--- src/iee_pkg.sv ---
`timescale 1ns / 1ps
// ----------------------------------------------------------------------------
// Infix expression evaluator package
// Shared types, codes and widths for the two-stack evaluator.
// ----------------------------------------------------------------------------
package iee_pkg;

  localparam int unsigned STACK_DEPTH = 32;
  localparam int unsigned VALUE_BITS  = 32;
  localparam int unsigned PTR_BITS    = $clog2(STACK_DEPTH);
  localparam int unsigned CNT_BITS    = $clog2(STACK_DEPTH + 1);

  // Token kinds.
  localparam logic [2:0] MODE_NUMBER = 3'd0;
  localparam logic [2:0] MODE_OPER   = 3'd1;
  localparam logic [2:0] MODE_OPEN   = 3'd2;
  localparam logic [2:0] MODE_CLOSE  = 3'd3;
  localparam logic [2:0] MODE_END    = 3'd4;

  // Operator codes as stored on the operator stack.
  localparam logic [2:0] OP_ADD  = 3'd0;
  localparam logic [2:0] OP_SUB  = 3'd1;
  localparam logic [2:0] OP_MUL  = 3'd2;
  localparam logic [2:0] OP_DIV  = 3'd3;
  localparam logic [2:0] OP_POW  = 3'd4;
  localparam logic [2:0] OP_OPEN = 3'd5;

  // Status codes.
  localparam logic [1:0] ST_OK        = 2'd0;
  localparam logic [1:0] ST_DIVZERO   = 2'd1;
  localparam logic [1:0] ST_OVERFLOW  = 2'd2;
  localparam logic [1:0] ST_MALFORMED = 2'd3;

  typedef struct packed {
    logic [2:0]         mode;
    logic signed [31:0] number_value;
    logic [2:0]         operator_code;
  } in_beat_t;

  typedef struct packed {
    logic signed [31:0] result_value;
    logic [1:0]         status;
  } out_beat_t;

  // Request to the arithmetic unit and its answer.
  typedef struct packed {
    logic                  start;
    logic [2:0]            code;
    logic [VALUE_BITS-1:0] x;
    logic [VALUE_BITS-1:0] y;
  } alu_req_t;

  typedef struct packed {
    logic                  done;
    logic                  div_zero;
    logic [VALUE_BITS-1:0] value;
  } alu_rsp_t;

  typedef enum logic [3:0] {
    S_IDLE,
    S_DISPATCH,
    S_OP_CHECK,
    S_READ_Y,
    S_READ_X,
    S_ALU_START,
    S_ALU_WAIT,
    S_END_CHECK,
    S_END_READ,
    S_OUTPUT
  } ctl_state_t;

  typedef enum logic [1:0] {
    RD_NONE,
    RD_OPER_LOOP,
    RD_CLOSE_LOOP,
    RD_END_LOOP
  } loop_kind_t;

  function automatic logic [1:0] prec(input logic [2:0] code);
    logic [1:0] p;
    case (code)
      OP_POW:         p = 2'd3;
      OP_MUL, OP_DIV: p = 2'd2;
      default:        p = 2'd1;
    endcase
    return p;
  endfunction

endpackage

--- src/iee_alu.sv ---
`timescale 1ns / 1ps
// ----------------------------------------------------------------------------
// Evaluator arithmetic unit
// Add, subtract and multiply use the A_SIMPLE state; divide is restoring, one quotient
// bit a cycle; power is square and multiply, alternating multiply and square steps.
// ----------------------------------------------------------------------------
module iee_alu (
  input  logic                clk,
  input  logic                rst_n,
  input  iee_pkg::alu_req_t   req,
  output iee_pkg::alu_rsp_t   rsp
);

  localparam int unsigned VB = iee_pkg::VALUE_BITS;
  localparam int unsigned CB = $clog2(VB + 1);

  typedef enum logic [2:0] {
    A_IDLE, A_SIMPLE, A_DIV, A_POW_MUL, A_POW_SQR, A_DONE
  } alu_state_t;

  alu_state_t           state_r, state_nxt;
  logic [VB-1:0]        acc_r, acc_nxt;     // power result or quotient
  logic [VB-1:0]        base_r, base_nxt;   // power base or dividend shift
  logic [VB-1:0]        exp_r, exp_nxt;     // exponent or divisor magnitude
  logic [VB-1:0]        rem_r, rem_nxt;
  logic [CB-1:0]        cnt_r, cnt_nxt;
  logic                 neg_r, neg_nxt;
  logic                 dz_r, dz_nxt;
  logic [VB-1:0]        res_r, res_nxt;
  logic [2:0]           code_r, code_nxt;
  logic [VB-1:0]        x_r, x_nxt, y_r, y_nxt;

  logic [VB-1:0]        ax, ay, mul_res;
  logic [VB:0]          rem_sh, rem_sub;
  logic                 nx, ny;

  always_comb begin
    nx = req.x[VB-1];
    ny = req.y[VB-1];
    ax = nx ? (VB'(0) - req.x) : req.x;
    ay = ny ? (VB'(0) - req.y) : req.y;
    mul_res = VB'(acc_r * base_r);
    rem_sh  = {rem_r, base_r[VB-1]};
    rem_sub = rem_sh - {1'b0, exp_r};
  end

  always_ff @(posedge clk) begin
    if (!rst_n) begin
      state_r <= A_IDLE;
    end else begin
      state_r <= state_nxt;
    end
    acc_r  <= acc_nxt;
    base_r <= base_nxt;
    exp_r  <= exp_nxt;
    rem_r  <= rem_nxt;
    cnt_r  <= cnt_nxt;
    neg_r  <= neg_nxt;
    dz_r   <= dz_nxt;
    res_r  <= res_nxt;
    code_r <= code_nxt;
    x_r    <= x_nxt;
    y_r    <= y_nxt;
  end

  always_comb begin
    state_nxt = state_r;
    acc_nxt   = acc_r;
    base_nxt  = base_r;
    exp_nxt   = exp_r;
    rem_nxt   = rem_r;
    cnt_nxt   = cnt_r;
    neg_nxt   = neg_r;
    dz_nxt    = dz_r;
    res_nxt   = res_r;
    code_nxt  = code_r;
    x_nxt     = x_r;
    y_nxt     = y_r;
    rsp.done     = 1'b0;
    rsp.div_zero = dz_r;
    rsp.value    = res_r;
    case (state_r)
      A_IDLE: begin
        if (req.start) begin
          code_nxt = req.code;
          x_nxt    = req.x;
          y_nxt    = req.y;
          dz_nxt   = 1'b0;
          case (req.code)
            iee_pkg::OP_DIV: begin
              if (req.y == '0) begin
                dz_nxt    = 1'b1;
                res_nxt   = '0;
                state_nxt = A_DONE;
              end else begin
                base_nxt  = ax;
                exp_nxt   = ay;
                rem_nxt   = '0;
                acc_nxt   = '0;
                neg_nxt   = nx ^ ny;
                cnt_nxt   = CB'(VB);
                state_nxt = A_DIV;
              end
            end
            iee_pkg::OP_POW: begin
              if (ny) begin
                // Negative exponent: truncated reciprocal.
                if (req.x == VB'(1)) begin
                  res_nxt = VB'(1);
                end else if (req.x == {VB{1'b1}}) begin
                  res_nxt = req.y[0] ? {VB{1'b1}} : VB'(1);
                end else if (req.x == '0) begin
                  res_nxt = '0;
                  dz_nxt  = 1'b1;
                end else begin
                  res_nxt = '0;
                end
                state_nxt = A_DONE;
              end else begin
                acc_nxt   = VB'(1);
                base_nxt  = req.x;
                exp_nxt   = req.y;
                state_nxt = A_POW_MUL;
              end
            end
            default: begin
              acc_nxt   = req.x;
              base_nxt  = req.y;
              state_nxt = A_SIMPLE;
            end
          endcase
        end
      end
      A_SIMPLE: begin
        case (code_r)
          iee_pkg::OP_ADD: res_nxt = x_r + y_r;
          iee_pkg::OP_SUB: res_nxt = x_r - y_r;
          default:         res_nxt = mul_res;
        endcase
        state_nxt = A_DONE;
      end
      A_DIV: begin
        // One restoring step per cycle.
        base_nxt = {base_r[VB-2:0], 1'b0};
        if (!rem_sub[VB]) begin
          rem_nxt = rem_sub[VB-1:0];
          acc_nxt = {acc_r[VB-2:0], 1'b1};
        end else begin
          rem_nxt = rem_sh[VB-1:0];
          acc_nxt = {acc_r[VB-2:0], 1'b0};
        end
        cnt_nxt = cnt_r - CB'(1);
        if (cnt_r == CB'(1)) begin
          state_nxt = A_DONE;
          res_nxt   = neg_r ? (VB'(0) - acc_nxt) : acc_nxt;
        end
      end
      A_POW_MUL: begin
        if (exp_r == '0) begin
          res_nxt   = acc_r;
          state_nxt = A_DONE;
        end else begin
          if (exp_r[0]) acc_nxt = mul_res;
          state_nxt = A_POW_SQR;
        end
      end
      A_POW_SQR: begin
        base_nxt  = VB'(base_r * base_r);
        exp_nxt   = exp_r >> 1;
        state_nxt = A_POW_MUL;
      end
      A_DONE: begin
        rsp.done  = 1'b1;
        state_nxt = A_IDLE;
      end
      default: state_nxt = A_IDLE;
    endcase
  end

endmodule

--- src/infix_expression_evaluator_unit.sv ---
`timescale 1ns / 1ps
// ----------------------------------------------------------------------------
// Infix expression evaluator
// Two-stack evaluation of a token stream: value and operator stacks in
// synchronous memories, a sequencer that reduces, and a shared arithmetic unit.
// ----------------------------------------------------------------------------
//  Channel | Direction | Beat
//  in_     | input     | one token (mode, number_value, operator_code)
//  out_    | output    | result and status, once per end token
//
//  Numbers and open parens are pushed directly; operators and close parens
//  first check the top operator, and an end token reduces what is left before the
//  output beat. Each reduction reads y and x, then waits on the arithmetic unit,
//  which iterates for divide and power but not for a zero divisor or negative exponent.
//  Reset is synchronous and clears the counts and status; stacks need no clear.
//  A held result blocks the next token until out_ready.
// ----------------------------------------------------------------------------
module infix_expression_evaluator_unit (
  input  logic               clk,
  input  logic               rst_n,
  input  logic               in_valid,
  output logic               in_ready,
  input  iee_pkg::in_beat_t  in_data,
  output logic               out_valid,
  input  logic               out_ready,
  output iee_pkg::out_beat_t out_data
);

  localparam int unsigned VB = iee_pkg::VALUE_BITS;
  localparam int unsigned PB = iee_pkg::PTR_BITS;
  localparam int unsigned NB = iee_pkg::CNT_BITS;

  // Stack memories.
  logic [2:0]    op_mem  [iee_pkg::STACK_DEPTH];
  logic [VB-1:0] val_mem [iee_pkg::STACK_DEPTH];
  logic          op_we, val_we;
  logic [PB-1:0] op_waddr, op_raddr, val_waddr, val_raddr;
  logic [2:0]    op_wdata, op_rdata_r;
  logic [VB-1:0] val_wdata, val_rdata_r;

  always_ff @(posedge clk) begin
    if (op_we) op_mem[op_waddr] <= op_wdata;
    op_rdata_r <= op_mem[op_raddr];
  end

  always_ff @(posedge clk) begin
    if (val_we) val_mem[val_waddr] <= val_wdata;
    val_rdata_r <= val_mem[val_raddr];
  end

  iee_pkg::ctl_state_t state_r, state_nxt;
  iee_pkg::loop_kind_t kind_r, kind_nxt;
  iee_pkg::in_beat_t   tok_r, tok_nxt;
  logic [NB-1:0]       opc_r, opc_nxt, valc_r, valc_nxt;
  logic [1:0]          err_r, err_nxt;
  logic [2:0]          top_r, top_nxt;
  logic [VB-1:0]       y_r, y_nxt;
  iee_pkg::out_beat_t  res_r, res_nxt;
  iee_pkg::alu_req_t   alu_req;
  iee_pkg::alu_rsp_t   alu_rsp;

  iee_alu u_alu (
    .clk   (clk),
    .rst_n (rst_n),
    .req   (alu_req),
    .rsp   (alu_rsp)
  );

  always_ff @(posedge clk) begin
    if (!rst_n) begin
      state_r <= iee_pkg::S_IDLE;
      opc_r   <= '0;
      valc_r  <= '0;
      err_r   <= iee_pkg::ST_OK;
    end else begin
      state_r <= state_nxt;
      opc_r   <= opc_nxt;
      valc_r  <= valc_nxt;
      err_r   <= err_nxt;
    end
    kind_r <= kind_nxt;
    tok_r  <= tok_nxt;
    top_r  <= top_nxt;
    y_r    <= y_nxt;
    res_r  <= res_nxt;
  end

  assign out_data = res_r;

  always_comb begin
    state_nxt = state_r;
    kind_nxt  = kind_r;
    tok_nxt   = tok_r;
    opc_nxt   = opc_r;
    valc_nxt  = valc_r;
    err_nxt   = err_r;
    top_nxt   = top_r;
    y_nxt     = y_r;
    res_nxt   = res_r;
    in_ready  = 1'b0;
    out_valid = 1'b0;
    op_we     = 1'b0;
    val_we    = 1'b0;
    op_waddr  = opc_r[PB-1:0];
    op_wdata  = iee_pkg::OP_OPEN;
    val_waddr = valc_r[PB-1:0];
    val_wdata = tok_r.number_value;
    op_raddr  = PB'(opc_r - NB'(1));
    val_raddr = PB'(valc_r - NB'(1));
    alu_req.start = 1'b0;
    alu_req.code  = top_r;
    alu_req.x     = val_rdata_r;
    alu_req.y     = y_r;
    case (state_r)
      iee_pkg::S_IDLE: begin
        in_ready = 1'b1;
        if (in_valid) begin
          tok_nxt   = in_data;
          state_nxt = iee_pkg::S_DISPATCH;
        end
      end
      iee_pkg::S_DISPATCH: begin
        // The top operator read is issued here for every loop kind.
        state_nxt = iee_pkg::S_IDLE;
        if (tok_r.mode == iee_pkg::MODE_END) begin
          kind_nxt  = iee_pkg::RD_END_LOOP;
          state_nxt = iee_pkg::S_END_CHECK;
        end else if (err_r == iee_pkg::ST_OK) begin
          case (tok_r.mode)
            iee_pkg::MODE_NUMBER: begin
              if (valc_r >= NB'(iee_pkg::STACK_DEPTH)) begin
                err_nxt = iee_pkg::ST_OVERFLOW;
              end else begin
                val_we   = 1'b1;
                valc_nxt = valc_r + NB'(1);
              end
            end
            iee_pkg::MODE_OPER: begin
              if (tok_r.operator_code > iee_pkg::OP_POW) begin
                err_nxt = iee_pkg::ST_MALFORMED;
              end else begin
                kind_nxt  = iee_pkg::RD_OPER_LOOP;
                state_nxt = iee_pkg::S_OP_CHECK;
              end
            end
            iee_pkg::MODE_OPEN: begin
              if (opc_r >= NB'(iee_pkg::STACK_DEPTH)) begin
                err_nxt = iee_pkg::ST_OVERFLOW;
              end else begin
                op_we   = 1'b1;
                opc_nxt = opc_r + NB'(1);
              end
            end
            iee_pkg::MODE_CLOSE: begin
              kind_nxt  = iee_pkg::RD_CLOSE_LOOP;
              state_nxt = iee_pkg::S_OP_CHECK;
            end
            default: state_nxt = iee_pkg::S_IDLE;
          endcase
        end
      end
      iee_pkg::S_OP_CHECK: begin
        // op_rdata_r holds the top operator read in the previous cycle.
        top_nxt   = op_rdata_r;
        state_nxt = iee_pkg::S_IDLE;
        if (kind_r == iee_pkg::RD_OPER_LOOP) begin
          if (opc_r != '0 && op_rdata_r != iee_pkg::OP_OPEN &&
              iee_pkg::prec(tok_r.operator_code) <= iee_pkg::prec(op_rdata_r)) begin
            opc_nxt   = opc_r - NB'(1);
            state_nxt = iee_pkg::S_READ_Y;
          end else if (opc_r >= NB'(iee_pkg::STACK_DEPTH)) begin
            err_nxt = iee_pkg::ST_OVERFLOW;
          end else begin
            op_we    = 1'b1;
            op_wdata = tok_r.operator_code;
            opc_nxt  = opc_r + NB'(1);
          end
        end else begin
          if (opc_r == '0) begin
            err_nxt = iee_pkg::ST_MALFORMED;
          end else if (op_rdata_r == iee_pkg::OP_OPEN) begin
            opc_nxt = opc_r - NB'(1);
          end else begin
            opc_nxt   = opc_r - NB'(1);
            state_nxt = iee_pkg::S_READ_Y;
          end
        end
        if (state_nxt == iee_pkg::S_READ_Y && valc_r < NB'(2)) begin
          err_nxt   = iee_pkg::ST_MALFORMED;
          state_nxt = (kind_r == iee_pkg::RD_END_LOOP) ? iee_pkg::S_OUTPUT
                                                        : iee_pkg::S_IDLE;
        end
      end
      iee_pkg::S_READ_Y: begin
        // Read address is valc-1 (y); next cycle reads x.
        state_nxt = iee_pkg::S_READ_X;
      end
      iee_pkg::S_READ_X: begin
        y_nxt     = val_rdata_r;
        val_raddr = PB'(valc_r - NB'(2));
        state_nxt = iee_pkg::S_ALU_START;
      end
      iee_pkg::S_ALU_START: begin
        alu_req.start = 1'b1;
        state_nxt     = iee_pkg::S_ALU_WAIT;
      end
      iee_pkg::S_ALU_WAIT: begin
        if (alu_rsp.done) begin
          valc_nxt  = valc_r - NB'(1);
          val_we    = 1'b1;
          val_waddr = PB'(valc_r - NB'(2));
          val_wdata = alu_rsp.value;
          if (alu_rsp.div_zero) begin
            err_nxt = iee_pkg::ST_DIVZERO;
          end
          if (alu_rsp.div_zero && kind_r != iee_pkg::RD_END_LOOP) begin
            state_nxt = iee_pkg::S_IDLE;
          end else if (kind_r == iee_pkg::RD_END_LOOP) begin
            state_nxt = iee_pkg::S_END_CHECK;
          end else begin
            state_nxt = iee_pkg::S_DISPATCH;
          end
        end
      end
      iee_pkg::S_END_CHECK: begin
        // Issue top operator read; decide next cycle.
        if (err_r != iee_pkg::ST_OK) begin
          state_nxt = iee_pkg::S_OUTPUT;
        end else if (opc_r == '0) begin
          if (valc_r != NB'(1)) begin
            err_nxt = iee_pkg::ST_MALFORMED;
          end
          val_raddr = '0;
          state_nxt = iee_pkg::S_END_READ;
        end else begin
          state_nxt = iee_pkg::S_END_READ;
        end
      end
      iee_pkg::S_END_READ: begin
        if (err_r != iee_pkg::ST_OK) begin
          state_nxt = iee_pkg::S_OUTPUT;
        end else if (opc_r == '0) begin
          state_nxt = iee_pkg::S_OUTPUT;
        end else if (op_rdata_r == iee_pkg::OP_OPEN) begin
          err_nxt   = iee_pkg::ST_MALFORMED;
          state_nxt = iee_pkg::S_OUTPUT;
        end else if (valc_r < NB'(2)) begin
          err_nxt   = iee_pkg::ST_MALFORMED;
          state_nxt = iee_pkg::S_OUTPUT;
        end else begin
          top_nxt   = op_rdata_r;
          opc_nxt   = opc_r - NB'(1);
          state_nxt = iee_pkg::S_READ_Y;
        end
        res_nxt.status       = err_nxt;
        res_nxt.result_value = (err_nxt == iee_pkg::ST_OK) ? val_rdata_r : '0;
      end
      iee_pkg::S_OUTPUT: begin
        out_valid = 1'b1;
        if (out_ready) begin
          opc_nxt   = '0;
          valc_nxt  = '0;
          err_nxt   = iee_pkg::ST_OK;
          state_nxt = iee_pkg::S_IDLE;
        end
      end
      default: state_nxt = iee_pkg::S_IDLE;
    endcase
    // Error path into output must carry the final status.
    if (state_r != iee_pkg::S_END_READ && state_r != iee_pkg::S_OUTPUT &&
        state_nxt == iee_pkg::S_OUTPUT) begin
      res_nxt.status       = err_nxt;
      res_nxt.result_value = '0;
    end
  end

endmodule
--- config.mk ---
export PLATFORM = sky130hd
export DESIGN_NAME = infix_expression_evaluator_unit
export DESIGN_NICKNAME = d
export VERILOG_FILES = /design/src/iee_pkg.sv /design/src/iee_alu.sv /design/src/infix_expression_evaluator_unit.sv
export SDC_FILE = /design/constraint.sdc
export NUM_CORES = 2
export LEC_CHECK = 0
export ABC_CLOCK_PERIOD_IN_PS = 20100
export BUFFER_PORTS_ARGS = -buffer_cell sky130_fd_sc_hd__buf_2
export CORE_ASPECT_RATIO = 0.7
export CORE_MARGIN = 2
export CORE_UTILIZATION = 43
export DETAILED_ROUTE_END_ITERATION = 12
export GPL_TIMING_DRIVEN = 0
export SKIP_LAST_GASP = 1
export SLEW_MARGIN = 10
export SYNTH_ARGS = -nofsm -noshare
export SYNTH_HDL_FRONTEND = slang
export SYNTH_SLANG_ARGS = --single-unit
--- constraint.sdc ---
create_clock -name clk -period 20.1 [get_ports clk]
set_clock_uncertainty 0.05 [all_clocks]
set_input_delay 2.01 -clock clk [delete_from_list [all_inputs] [get_ports clk]]
set_output_delay 2.01 -clock clk [all_outputs]
set_load 0.005 [all_outputs]
# Word-level counts from Yosys, hierarchy flattened
# Memory sizes are Yosys's and may differ from the RTL's. A register that Yosys moved wholly into a read port is not among the register bits.
# Index checks and enable logic that the tools add are counted.
classes:
  add_sub_neg: 12
  n_mul: 2
  n_lt_le_gt_ge: 5
  n_eq_ne: 65
  mux: 166
  bitwise: 2
  reduce_logical: 44
op_table:
  columns: ["op", "count"]
  rows:
  - ["32-bit 2-to-1 mux", 29]
  - ["32-bit one-hot mux with 2 select lines", 7]
  - ["32-bit one-hot mux with 3 select lines", 2]
  - ["32-bit one-hot mux with 4 select lines", 1]
  - ["6-bit 2-to-1 mux", 20]
  - ["32-bit zero test", 3]
  - ["1-bit by 32-bit subtractor with 32-bit output, first input constant", 3]
  - ["2-bit 2-to-1 mux", 33]
  - ["32-bit by 32-bit multiplier with 32-bit output", 2]
  - ["3-bit 2-to-1 mux", 15]
  - ["4-bit 2-to-1 mux", 11]
  - ["4-bit one-hot mux with 10 select lines", 1]
  - ["33-bit by 32-bit subtractor with 33-bit output", 1]
  - ["32-bit adder", 1]
  - ["32-bit by 1-bit == test with 1-bit output, second input constant", 1]
  - ["32-bit == test, second input constant", 1]
  - ["32-bit subtractor", 1]
  - ["2-bit inequality test, second input constant", 15]
  - ["3-bit by 2-bit == test with 1-bit output, second input constant", 9]
  - ["1-bit 2-to-1 mux", 27]
  - ["6-bit one-hot mux with 4 select lines", 1]
  - ["3-bit == test, second input constant", 7]
  - ["3-bit inequality test, second input constant", 7]
  - ["5-bit 2-to-1 mux", 4]
  - ["46 further kinds", 94]
word_totals:
  register_bits: 365
  ram_bits: 1120
  input_bits: 42
  out_inout_bits: 36
  word_cells: 322
  memories: 2
mem_list:
  columns: ["memory", "words", "width", "rd", "rd_ports_with_merged_regs", "wr", "line_no", "text"]
  rows:
  - ["val_mem", 32, 32, 1, 1, 1, "infix_expression_evaluator_unit.sv:35", "logic [VB-1:0] val_mem [iee_pkg::STACK_DEPTH];"]
  - ["op_mem", 32, 3, 1, 1, 1, "infix_expression_evaluator_unit.sv:34", "logic [2:0] op_mem [iee_pkg::STACK_DEPTH];"]

# Depth between registers and ports, before layout
depth:
  ltp_word: 17
  ltp_mapped: 29

# Modules after synthesis
# Synthesis repeated with hierarchy kept, for this count alone.
unflattened:
  hier_cells: 8716
  hier_area_um2: 96740.3
by_module_without_submodules:
  columns: ["mod", "n_inst", "cells_per_inst", "area_each_um2", "seq_area_each_um2"]
  rows:
  - ["infix_expression_evaluator_unit", 1, 3772, 51246.6, 37646.1]
  - ["iee_alu", 1, 4944, 45493.6, 7116.8]

# Worst setup path after synthesis
# No wires, ideal clock.
synth_timing:
  kind: "flip-flop to flip-flop"
  from: "register u_alu.base_r[14]"
  to: "register u_alu.base_r[30], data pin"
  setup_ns: 0.269
  arrival_time_ns: 7.242
  t_required_ns: 19.781
  path_slack_ns: 12.539
  stages_incl_launch_ff: 26
  n_path_buf: 2
  cell_sequence: "edfxtp_1 > clkbuf_1 > clkbuf_1 > nand2_1 > fa_1 > inv_1 > fa_1 > inv_1 > fa_1 > fa_1 > inv_1 > fa_1 > inv_1 > fa_1 > inv_1 > fa_1 > fa_1 > ha_1 > or3_1 > a2111oi_0 > nor3_1 > a311o_1 > and2_1 > o41ai_1 > xor2_1 > o21ai_0"
synth_via:
  elab_chain_len: 2
synth_lines:
  columns: ["element", "line_no", "text"]
  rows:
  - ["start, declared", "iee_alu.sv:23", "logic [VB-1:0] base_r, base_nxt;"]
  - ["start signal, assigned", "iee_alu.sv:54", "base_r <= base_nxt;"]
  - ["32-bit by 32-bit multiplier with 32-bit output", "iee_alu.sv:168", "base_nxt = VB'(base_r * base_r);"]
  - ["32-bit one-hot mux with 3 select lines", "iee_alu.sv:82", "case (state_r)"]
  - ["via u_alu.base_nxt[30]", "iee_alu.sv:23", null]
# The timed path passes the listed nets, and every way through them passes these cells.
# A chain may end at the register's enable or synchronous reset.

# Final worst setup path
layout_timing:
  from: "register u_alu.base_r[7]"
  to: "register u_alu.res_r[31], data pin"
layout_via:
  elab_chain_len: 3
layout_lines:
  columns: ["element", "line_no", "text"]
  rows:
  - ["32-bit by 32-bit multiplier with 32-bit output", "iee_alu.sv:42", "mul_res = VB'(acc_r * base_r);"]
  - ["32-bit one-hot mux with 2 select lines", "iee_alu.sv:135", "case (code_r)"]
  - ["32-bit one-hot mux with 4 select lines", "iee_alu.sv:82", null]
  - ["via u_alu.res_nxt[31]", "iee_alu.sv:29", "logic [VB-1:0] res_r, res_nxt;"]
  - ["end signal, assigned", "iee_alu.sv:60", "res_r <= res_nxt;"]
  - ["end, declared", "iee_alu.sv:29", null]
# The timed path passes the listed nets, and every way through them passes these cells.

==> metrics.txt <==
post-CTS setup buffers 0; CTS buffer count 155; die area 228300 µm²; Comb power frac 0.431; Clk Tree Root Cell clkbuf_16; Post-Layout Cell Count 11880; synth top area cells edfxtp_1 45%, fa_1 16%, nand2_1 4.7%; vias post-DR 73170; Syn Nets 9661; sequential element share of the synthesized area 0.4638; Power Dens Cells between 100 and 150 nW/µm²; most frequent cells in the layout 1432 x edfxtp_1, 1184 x nand2_1, 877 x inv_1, 777 x fa_1, 698 x and2_1; Final Slew Violations 11; Worst EP required roughly 21 ns; WHS between 0.4 and 0.5 ns; RSZ-0062 raised after global routing no; prevailing post-synth register cell edfxtp_1; hold_buf cts 0; GPL Wtd Cong slightly above 1; internal cell power 6.924 mW; Post-synth EDFFs 1432; Max IR drop VDD between 200 and 250 µV; Iter 0 DRT Violations between 10000 and 15000; Clock Path Buffers 4; Critical Path AT 11.58 ns; R2R Path Start u_alu.base_r[7]; hold crit path type reg2reg; CP endpoint u_alu.res_r[31]; CTS tree yes; setup TNS 0 ns; Max FO, Critical Path 11; reg2reg path depth 26; Area growth syn-to-layout 10.81%; Ys Warns 0; Mapped Area 96510 µm²; FMAX 90.02 MHz; static leakage 40.36 nW; final antenna-violating net count 0; Synth area leader edfxtp_1; status finished, violations left; Overall Global Routing Usage 0.3230; Seq cells post-synth 1520; r2r endpoint u_alu.res_r[31]; worst-margin pin slew around 1.5 ns; die extent in x between 500 and 600 µm; Max-slew headroom -0.004389; post-route minimum period 11.11 ns; Max Cap Viol 1; WL/cell 31.44 µm; nets 9948; crit end category register; Setup-failing EPs final 0; register share of total power 0.317; Gate Count Post-Synth 8511; fraction of registers with async set/reset 0; row count 145; clock power share 0.252; failing checks capacitance limit, slew limit; switching share of total power 0.3966; syn avg cell area 11.34 µm²; Worst setup startpoint u_alu.base_r[7]; r2r setup slk 8.99 ns; Sink Count between 1500 and 2000; sw power 4.550 mW; post-CTS sizing 0; IO Pins 78; top cell type's share of synthesized area 0.4456; H-tree Lvls 4; placed instance count 11580; WS Path Type reg2reg; Vias per Instance roughly 6; Hold Fails Final Rpt 0; clock-pin slew on the worst setup and hold paths about 0.07 ns; DIE HEIGHT 400.4 µm; iteration count of the initial detailed-routing pass 7; Total Wirelength 373.4 mm; commonest non-fill, non-tap cell in the layout edfxtp_1; total grt overflow 0; input/output buffers 76; Tcrit/Tclk final 0.5527; dpl hpwl between 200 and 300 mm; layout cells sized above 1 0.06128; core area 223200 µm²; global-route wire length before repair 523.6 mm; initial antenna violation count 64; Worst Setup Start Kind register; vias in the first global route 69870; largest net degree at the start of global routing 39; Yosys cell types between 80 and 90; # DRC 0; Initial Utilization 0.4325; clock latency on the worst-skew pair 0.83 ns
-- registers in the layout, summed over array words and instances (netlist names), 4 cells and up --
signal	flops
u_alu.base_r	32
u_alu.y_r	32
op_mem	96
val_rdata_r	32
u_alu.exp_r	32
opc_r	6
valc_r	6
u_alu.rem_r	32
val_mem	1024
u_alu.cnt_r	6
out_data	34
u_alu.acc_r	32
state_r	4
y_r	32
u_alu.res_r	32
u_alu.x_r	32
tok_r	38
-- cell type report --
type | instances | area [µm²]
Antenna cell | 26 | 65.06
Buffer | 536 | 2095
Clock buffer | 192 | 4163
Clock inverter | 77 | 709.4
Fill cell | 20210 | 116200
Inverter | 879 | 3301
Multi-Input combinational cell | 5576 | 46740
Sequential cell | 1520 | 44760
Tap cell | 2940 | 3679
Timing Repair Buffer | 130 | 1428
-- cells by family after synthesis --
logic type	Yosys count	synth area share
simple gates	2678	0.1337
flops	1520	0.4638
compound gates	1442	0.1062
buf+inv	1415	0.05566
fa+ha+maj	1108	0.2041
xor+xnor	269	0.02441
mux	79	0.01219
-- worst min-delay path by stage --
stage | from | cells after the start | endpoint
finish | out_data[33] | 1 | out_data[33]
floorplan | op_rdata_r[2] | 0 | top_r[2]
detailed placement | out_data[33] | 1 | out_data[33]
global placement | out_data[33] | 1 | out_data[33]
global route | y_r[31] | 0 | u_alu.y_r[31]
CTS | out_data[33] | 1 | out_data[33]
-- per-layer routing --
| metal | up-vias | global-route usage | part of all wire |
|---|---|---|---|
| li1 | 30120 | - | - |
| met1 | 37060 | 0.5118 | 0.44 |
| met2 | 5320 | 0.4036 | 0.37 |
| met3 | 642 | 0.1234 | 0.16 |
| met4 | 32 | 0.07587 | 0.028 |
| met5 | - | 0.004603 | 0.00084 |
-- critical path: stages, from the launching register on --
cell	delay, ns
edfxtp_1	0.51
clkbuf_1	1.01
clkbuf_1	1.17
and2_1	0.28
fa_1	0.44
fa_1	0.50
fa_1	0.53
inv_1	0.05
fa_1	0.48
inv_1	0.06
fa_1	0.51
inv_1	0.06
fa_1	0.53
inv_1	0.05
fa_1	0.49
fa_1	0.42
ha_1	0.38
and3_1	0.20
o21ai_0	0.15
o211ai_1	0.17
a211oi_1	0.70
o21ai_0	0.30
a31o_2	0.33
a211oi_1	0.84
xnor2_1	0.27
nand2_1	0.14
nand4_1	0.15
-- synth_stat cells (39+ instances only) --
master / n
buf_2: 39
nor3_1: 123
nand3_1: 72
inv_1: 877
a311oi_1: 259
or3_1: 65
nor2b_1: 41
a21o_1: 51
nand2_1: 1204
nor2_1: 279
buf_1: 54
a211oi_1: 284
ha_1: 331
nand2b_1: 39
o31ai_1: 61
clkbuf_1: 441
xor2_1: 90
and2_1: 699
o21ai_0: 236
a21oi_1: 229
mux2i_1: 41
xnor2_1: 179
fa_1: 777
dfxtp_1: 88
edfxtp_1: 1432
-- stage by stage --
step / total power [mW] / instance area [µm²] / utilization / setup slack (ns)
floorplan: 6.608 / 96510 / - / 12.54
global placement: 8.409 / 100600 / 0.4507 / 9.721
detailed placement: 8.437 / 102000 / 0.4570 / 9.795
CTS: 11.32 / 106900 / 0.4788 / 9.730
global route: 11.90 / 106900 / 0.4790 / 8.908
finish: 11.47 / 106900 / 0.4792 / 8.991
-- power by group through the flow --
stage               registers [mW]  clock network [mW]  logic [mW]
CTS                           3.62                2.91        4.79
global placement              3.70                   0        4.71
global route                  3.63                3.03        5.25
finish                        3.63                2.89        4.95
floorplan                     3.61                   0        3.00
detailed placement            3.69                   0        4.74
Power figures use the tool's default switching activity.
